**src/rtl/core/gpss_pkg.sv**
```systemverilog
// ----------------------------------------------------------------------------
// gpss_pkg
// Shared widths, constants, command and status types for the gcd power sum unit.
// ----------------------------------------------------------------------------
package gpss_pkg;

	localparam int LIM_W      = 16;
	localparam int EXP_W      = 31;
	localparam int VAL_W      = 30;
	localparam int IDX_W      = LIM_W + 1;
	localparam int REM_W      = LIM_W + 2;
	localparam int MUL_W      = 2 * LIM_W;
	localparam int TBL_DEPTH  = 1 << LIM_W;
	localparam int MAX_PRIMES = 6542;
	localparam int PRIME_AW   = $clog2(MAX_PRIMES);
	localparam int PRIME_W    = LIM_W + VAL_W;
	localparam int MM_LAT     = 5;
	localparam int CNT_W      = $clog2(MM_LAT);

	localparam logic [VAL_W-1:0] MODP       = 30'd1000000007;
	localparam logic [63:0]      BAR_M_FULL = (64'd1 << 62) / 64'd1000000007;
	localparam logic [32:0]      BAR_M      = BAR_M_FULL[32:0];

	typedef enum logic [4:0] {
		OP_NONE,
		OP_LOAD,
		OP_CLR,
		OP_INIT,
		OP_SV_RD,
		OP_SV_CHK,
		OP_POW_INIT,
		OP_POW_A,
		OP_POW_B,
		OP_POW_CA,
		OP_POW_CB,
		OP_POW_DONE,
		OP_SV_PR,
		OP_SV_PC,
		OP_SV_MUL,
		OP_SV_WR,
		OP_INC_I,
		OP_HM_INIT,
		OP_HM_RD,
		OP_HM_GI,
		OP_HM_MR,
		OP_HM_MW,
		OP_FIN_INIT,
		OP_FIN_RD,
		OP_FIN_MUL,
		OP_FIN_ACC,
		OP_FIN_STEP,
		OP_FIN_FIX,
		OP_DONE
	} dp_op_t;

	typedef enum logic [5:0] {
		ST_IDLE,
		ST_CLR,
		ST_INIT,
		ST_SV_RD,
		ST_SV_CHK,
		ST_POW_INIT,
		ST_POW_STEP,
		ST_POW_A,
		ST_POW_B,
		ST_POW_W,
		ST_POW_CA,
		ST_POW_CB,
		ST_POW_DONE,
		ST_SV_PR,
		ST_SV_PC,
		ST_SV_MUL,
		ST_SV_W,
		ST_SV_WR,
		ST_SV_NEXT,
		ST_HM_INIT,
		ST_HM_RD,
		ST_HM_GI,
		ST_HM_MR,
		ST_HM_MW,
		ST_HM_NEXT,
		ST_FIN_INIT,
		ST_FIN_RD,
		ST_FIN_MUL,
		ST_FIN_W,
		ST_FIN_ACC,
		ST_FIN_STEP,
		ST_FIN_FIX,
		ST_DONE
	} gpss_state_t;

	typedef struct packed {
		dp_op_t op;
	} gpss_cmd_t;

	typedef struct packed {
		logic i_last;
		logic prime;
		logic n_small;
		logic n_zero;
		logic e_zero;
		logic over;
		logic p_is_s;
		logic hm_end;
		logic hm_more;
		logic rem_neg;
	} gpss_sts_t;

	function automatic logic [VAL_W-1:0] add_mod(input logic [VAL_W-1:0] a,
		input logic [VAL_W-1:0] b);
		logic [VAL_W:0] s;
		s = {1'b0, a} + {1'b0, b};
		if (s >= {1'b0, MODP}) begin
			s = s - {1'b0, MODP};
		end
		return s[VAL_W-1:0];
	endfunction

	function automatic logic [VAL_W-1:0] sub_mod(input logic [VAL_W-1:0] a,
		input logic [VAL_W-1:0] b);
		logic [VAL_W:0] s;
		s = {1'b0, a} - {1'b0, b};
		if (s[VAL_W]) begin
			s = s + {1'b0, MODP};
		end
		return s[VAL_W-1:0];
	endfunction

endpackage

```
**src/rtl/core/gpss_ctrl.sv**
```systemverilog
// ----------------------------------------------------------------------------
// gpss_ctrl
// Controller: sequences clear, sieve, inversion and quotient summation phases.
// ----------------------------------------------------------------------------
module gpss_ctrl import gpss_pkg::*; (
	input  logic      clk,
	input  logic      arst_n,
	input  logic      start,
	input  gpss_sts_t sts,
	output gpss_cmd_t cmd,
	output logic      busy
);

	gpss_state_t      state_q, state_d;
	logic [CNT_W-1:0] cnt_q, cnt_d;

	always_ff @(posedge clk or negedge arst_n) begin
		if (!arst_n) begin
			state_q <= ST_IDLE;
			cnt_q   <= '0;
		end else begin
			state_q <= state_d;
			cnt_q   <= cnt_d;
		end
	end

	always_comb begin
		state_d = state_q;
		cnt_d   = cnt_q;
		cmd.op  = OP_NONE;
		unique case (state_q)
			ST_IDLE: begin
				if (start) begin
					cmd.op  = OP_LOAD;
					state_d = ST_CLR;
				end
			end
			ST_CLR: begin
				cmd.op = OP_CLR;
				if (sts.i_last) begin
					state_d = ST_INIT;
				end
			end
			ST_INIT: begin
				cmd.op  = OP_INIT;
				state_d = sts.n_small ? ST_FIN_INIT : ST_SV_RD;
			end
			ST_SV_RD: begin
				cmd.op  = OP_SV_RD;
				state_d = ST_SV_CHK;
			end
			ST_SV_CHK: begin
				cmd.op  = OP_SV_CHK;
				state_d = sts.prime ? ST_POW_INIT : ST_SV_PR;
			end
			ST_POW_INIT: begin
				cmd.op  = OP_POW_INIT;
				state_d = ST_POW_STEP;
			end
			ST_POW_STEP: begin
				state_d = sts.e_zero ? ST_POW_DONE : ST_POW_A;
			end
			ST_POW_A: begin
				cmd.op  = OP_POW_A;
				state_d = ST_POW_B;
			end
			ST_POW_B: begin
				cmd.op  = OP_POW_B;
				cnt_d   = CNT_W'(MM_LAT - 3);
				state_d = ST_POW_W;
			end
			ST_POW_W: begin
				if (cnt_q == '0) begin
					state_d = ST_POW_CA;
				end else begin
					cnt_d = cnt_q - CNT_W'(1);
				end
			end
			ST_POW_CA: begin
				cmd.op  = OP_POW_CA;
				state_d = ST_POW_CB;
			end
			ST_POW_CB: begin
				cmd.op  = OP_POW_CB;
				state_d = ST_POW_STEP;
			end
			ST_POW_DONE: begin
				cmd.op  = OP_POW_DONE;
				state_d = ST_SV_PR;
			end
			ST_SV_PR: begin
				cmd.op  = OP_SV_PR;
				state_d = ST_SV_PC;
			end
			ST_SV_PC: begin
				cmd.op  = OP_SV_PC;
				state_d = sts.over ? ST_SV_NEXT : ST_SV_MUL;
			end
			ST_SV_MUL: begin
				cmd.op  = OP_SV_MUL;
				cnt_d   = CNT_W'(MM_LAT - 2);
				state_d = ST_SV_W;
			end
			ST_SV_W: begin
				if (cnt_q == '0) begin
					state_d = ST_SV_WR;
				end else begin
					cnt_d = cnt_q - CNT_W'(1);
				end
			end
			ST_SV_WR: begin
				cmd.op  = OP_SV_WR;
				state_d = sts.p_is_s ? ST_SV_NEXT : ST_SV_PR;
			end
			ST_SV_NEXT: begin
				if (sts.i_last) begin
					state_d = ST_HM_INIT;
				end else begin
					cmd.op  = OP_INC_I;
					state_d = ST_SV_RD;
				end
			end
			ST_HM_INIT: begin
				cmd.op  = OP_HM_INIT;
				state_d = ST_HM_RD;
			end
			ST_HM_RD: begin
				cmd.op  = OP_HM_RD;
				state_d = ST_HM_GI;
			end
			ST_HM_GI: begin
				cmd.op  = OP_HM_GI;
				state_d = sts.hm_end ? ST_FIN_INIT : ST_HM_MR;
			end
			ST_HM_MR: begin
				cmd.op  = OP_HM_MR;
				state_d = ST_HM_MW;
			end
			ST_HM_MW: begin
				cmd.op  = OP_HM_MW;
				state_d = sts.hm_more ? ST_HM_MW : ST_HM_NEXT;
			end
			ST_HM_NEXT: begin
				cmd.op  = OP_INC_I;
				state_d = ST_HM_RD;
			end
			ST_FIN_INIT: begin
				cmd.op  = OP_FIN_INIT;
				state_d = sts.n_zero ? ST_DONE : ST_FIN_RD;
			end
			ST_FIN_RD: begin
				cmd.op  = OP_FIN_RD;
				state_d = ST_FIN_MUL;
			end
			ST_FIN_MUL: begin
				cmd.op  = OP_FIN_MUL;
				cnt_d   = CNT_W'(MM_LAT - 2);
				state_d = ST_FIN_W;
			end
			ST_FIN_W: begin
				if (cnt_q == '0) begin
					state_d = ST_FIN_ACC;
				end else begin
					cnt_d = cnt_q - CNT_W'(1);
				end
			end
			ST_FIN_ACC: begin
				cmd.op  = OP_FIN_ACC;
				state_d = sts.i_last ? ST_DONE : ST_FIN_STEP;
			end
			ST_FIN_STEP: begin
				cmd.op  = OP_FIN_STEP;
				state_d = ST_FIN_FIX;
			end
			ST_FIN_FIX: begin
				if (sts.rem_neg) begin
					cmd.op = OP_FIN_FIX;
				end else begin
					state_d = ST_FIN_RD;
				end
			end
			ST_DONE: begin
				cmd.op  = OP_DONE;
				state_d = ST_IDLE;
			end
			default: begin
				state_d = ST_IDLE;
			end
		endcase
	end

	assign busy = (state_q != ST_IDLE);

endmodule

```
**config.mk**
```make
export PLATFORM = sky130hd
export DESIGN_NAME = gpss_ctrl
export DESIGN_NICKNAME = d
export VERILOG_FILES = /design/src/rtl/core/gpss_pkg.sv /design/src/rtl/core/gpss_ctrl.sv
export SDC_FILE = /design/constraint.sdc
export NUM_CORES = 1
export LEC_CHECK = 0
export BUFFER_PORTS_ARGS = -buffer_cell sky130_fd_sc_hd__buf_2
export CAP_MARGIN = 5
export CORE_MARGIN = 2
export CORE_UTILIZATION = 51
export DETAILED_ROUTE_END_ITERATION = 10
export PLACE_DENSITY = 0.72
export SLEW_MARGIN = 20
export SYNTH_ARGS = -nofsm -noshare
export SYNTH_HDL_FRONTEND = slang
export SYNTH_SLANG_ARGS = --single-unit
```
**constraint.sdc**
```tcl
create_clock -name clk -period 2.4 [get_ports clk]
set_input_delay 0.24 -clock clk [delete_from_list [all_inputs] [get_ports clk]]
set_output_delay 0.24 -clock clk [all_outputs]
set_load 0.005 [all_outputs]
```
==> impl_metrics.tcl <==
set metrics [dict create \
    multi_input_area_sq_um 1050 \
    antenna_found_initial 0 \
    hold_viol 0 \
    synthFlopType "dfrtp_1" \
    setup_violations 0 \
    route.detailed.drc 0 \
    slowest_stage "dfrtp_1" \
    drt_pre_antenna_iters 5 \
    worst_pin_slew_ps 462 \
    die_area_sq_um 3230 \
    peakVddDrop_mv 0.894 \
    cp_cell_sequence "buf_4, nor2b_1, nand3_1, o31ai_1, a21oi_1, o211ai_1, buf_2" \
    grt_usage 0.265 \
    cts_made_buffers 3 \
    critical-path-max-stage-delay_ps 590 \
    path_delay_family "flip-flops" \
    num_rows 19 \
    synth.avg_cell_area_sq_um 7.13 \
    routabilityCongestion 0.955 \
    ys_seq_area_frac 0.158 \
    ant_nets 0 \
    synth-seq-cells 9 \
    htreeDepth 1 \
    rr_worst_depth 5 \
    synthesis.instances 200 \
    fp.dieW_um 56.9 \
    initial_utilization 0.526 \
    die_h_um 56.9 \
    crit_type "flip-flop to primary output" \
    synth-edff-count 0 \
    drt_iter0_markers 129 \
    n_antenna_cell 0 \
    grt_pass1_wl_mm 6.91 \
    cts_tree "done" \
    cp.depth 7 \
    slew_headroom 0.692 \
    io_pins 19 \
    via_per_inst 6.71 \
    fill_cells 264 \
    dr_total_vias 1657 \
    post-route-period-util 0.929 \
    cts_buffer_depth 2 \
    drv_cap 0 \
    startpoint_type "flip-flop" \
    clkLatencyLatePin_ps 260 \
    synthArstFlopShare 1.00 \
    p_leak_uw 0.000630 \
    root_buffer "clkbuf_4" \
    port_buffers 18 \
    synth_area_sq_um 1430 \
    crit_required_ps 2160 \
    grt.overflow.total 0 \
    synth_cell_types 59 \
    cp.arrival_ps 1990 \
    fin_ws_ps 169 \
    drive_above_1_share 0.231 \
    nets 232 \
    tns_ps 0 \
    reg2reg_slack_ps 420 \
    p_total_uw 2350 \
    syn-num-nets 215 \
    rsz0062_at_grt "false" \
    finalCriticalPeriod_ps 2230 \
    clkSinkCount 9 \
    finClkSkew_ps 2.27 \
    drt-total-wl_mm 4.30 \
    worstPathMaxFanout 12 \
    post-place-ws_ps 358 \
    holdWs_ps 350 \
    ff_latch_area_sq_um 229 \
    fmaxAchievable_ghz 0.448 \
    drv_slew 0 \
    p_per_area_nw_per_um2 1480 \
    grt_pass1_vias 1461 \
    cts.reportedPaths.clkPinSlew_ps 60 \
    status "complete, no violations" \
    post_cts_buffers 0 \
    post-dp-hpwl_mm 3.27 \
    critPathBufInv 2 \
    hold_class "input pin to asynchronous set/reset pin" \
    core_sq_um 2710 \
    area_growth_pct 11.3 \
    fin_util 0.585 \
    crit_path_end_kind "primary output" \
    wl_per_cell_um 17.4 \
    ys_warn_count 0 \
    grt_max_degree 23 \
]
-- metal layers --
metal	global-route usage	share of wire	wire, um	up-vias
li1	-	-	-	778
met4	0.0266	0.0072	31	0
met5	0	0	0	-
met3	0.0530	0.098	421	6
met2	0.427	0.48	2040	98
met1	0.380	0.42	1800	775
-- state kept, by name, summed over array words and instances, names as in the netlist --
name     flops
state_q      6
cnt_q        3
-- timing repair --
| item | in CTS | in global routing |
|---|---|---|
| hold buffers | 1 | 0 |
| resized for setup | 0 | 3 |
| endpoints found under the setup margin | 0 | 3 |
| endpoints found under the hold margin | 9 | 0 |
-- power breakdown --
group	leakage [uW]	switching (uW)	internal [uW]
Clock	0.0000150	56.2	64.2
Sequential	0.000107	214	227
Combinational	0.000508	988	801
Total	0.000630	1260	1090
-- cell usage in the layout, fill, tap and decap left out, types with 3 or more instances in the layout --
master	n
a31oi_1	5
dfrtp_2	3
nand4_1	3
a21oi_1	9
nand2_1	15
nand2b_1	10
inv_1	9
buf_2	18
buf_4	14
clkbuf_4	3
dfrtp_1	6
nor4_1	4
nor2_1	19
o21ai_0	20
nor2b_1	8
nor3_1	8
nand3_1	6
-- layout make-up --
| type | count | area share |
|---|---|---|
| multi-input cells | 161 | 0.664 |
| inverters | 9 | 0.0213 |
| flip-flops and latches | 9 | 0.144 |
| repair buffers | 33 | 0.129 |
| well taps | 31 | 0.0244 |
| clock buffers | 4 | 0.0166 |
-- per-stage QoR --
stage / cells / cell area [sq um]
finish: 247 / 1590
global placement: 242 / 1550
detailed placement: 242 / 1550
global route: 247 / 1590
CTS: 247 / 1580
floorplan: 200 / 1430
-- synth_stat cells (2+ instances only) --
cell type	count	area (sq um)
o31ai_1	2	15.0
a21oi_1	9	45.0
o22a_1	2	17.5
o311ai_0	2	17.5
buf_2	12	60.1
nand2b_1	10	62.6
nor3_1	8	40.0
a22oi_1	2	15.0
nor4_1	4	25.0
a22o_1	2	17.5
nand4_1	3	18.8
o311ai_4	2	52.6
inv_1	9	33.8
a31oi_1	5	31.3
nor2_1	19	71.3
o22ai_1	2	12.5
clkbuf_1	4	15.0
nand2_1	15	56.3
buf_4	3	22.5
o21ai_2	2	17.5
and4b_1	2	20.0
mux2_2	2	22.5
o21ai_0	20	100
nor2b_1	8	50.1
nand3_1	6	30.0
a32o_1	2	20.0
dfrtp_1	9	225
ha_1	2	25.0
or3_1	2	12.5
-- cell families after synthesis --
logic type,Yosys count,synth area share
simple gates,87,0.345
compound gates,67,0.342
buf+inv,30,0.103
flops,9,0.158
mux,3,0.0228
xor+xnor,2,0.0123
fa+ha+maj,2,0.0176
-- final timing paths --
check,to,from
max in group asynchronous,state_q[2],arst_n
min in group clk,state_q[5],sts[6]
setup reg to reg,state_q[1],state_q[3]
setup / recovery,cmd[0],state_q[1]
hold / removal,cnt_q[1],arst_n
hold reg to reg,cnt_q[1],cnt_q[1]
Power figures use the tool's default switching activity.
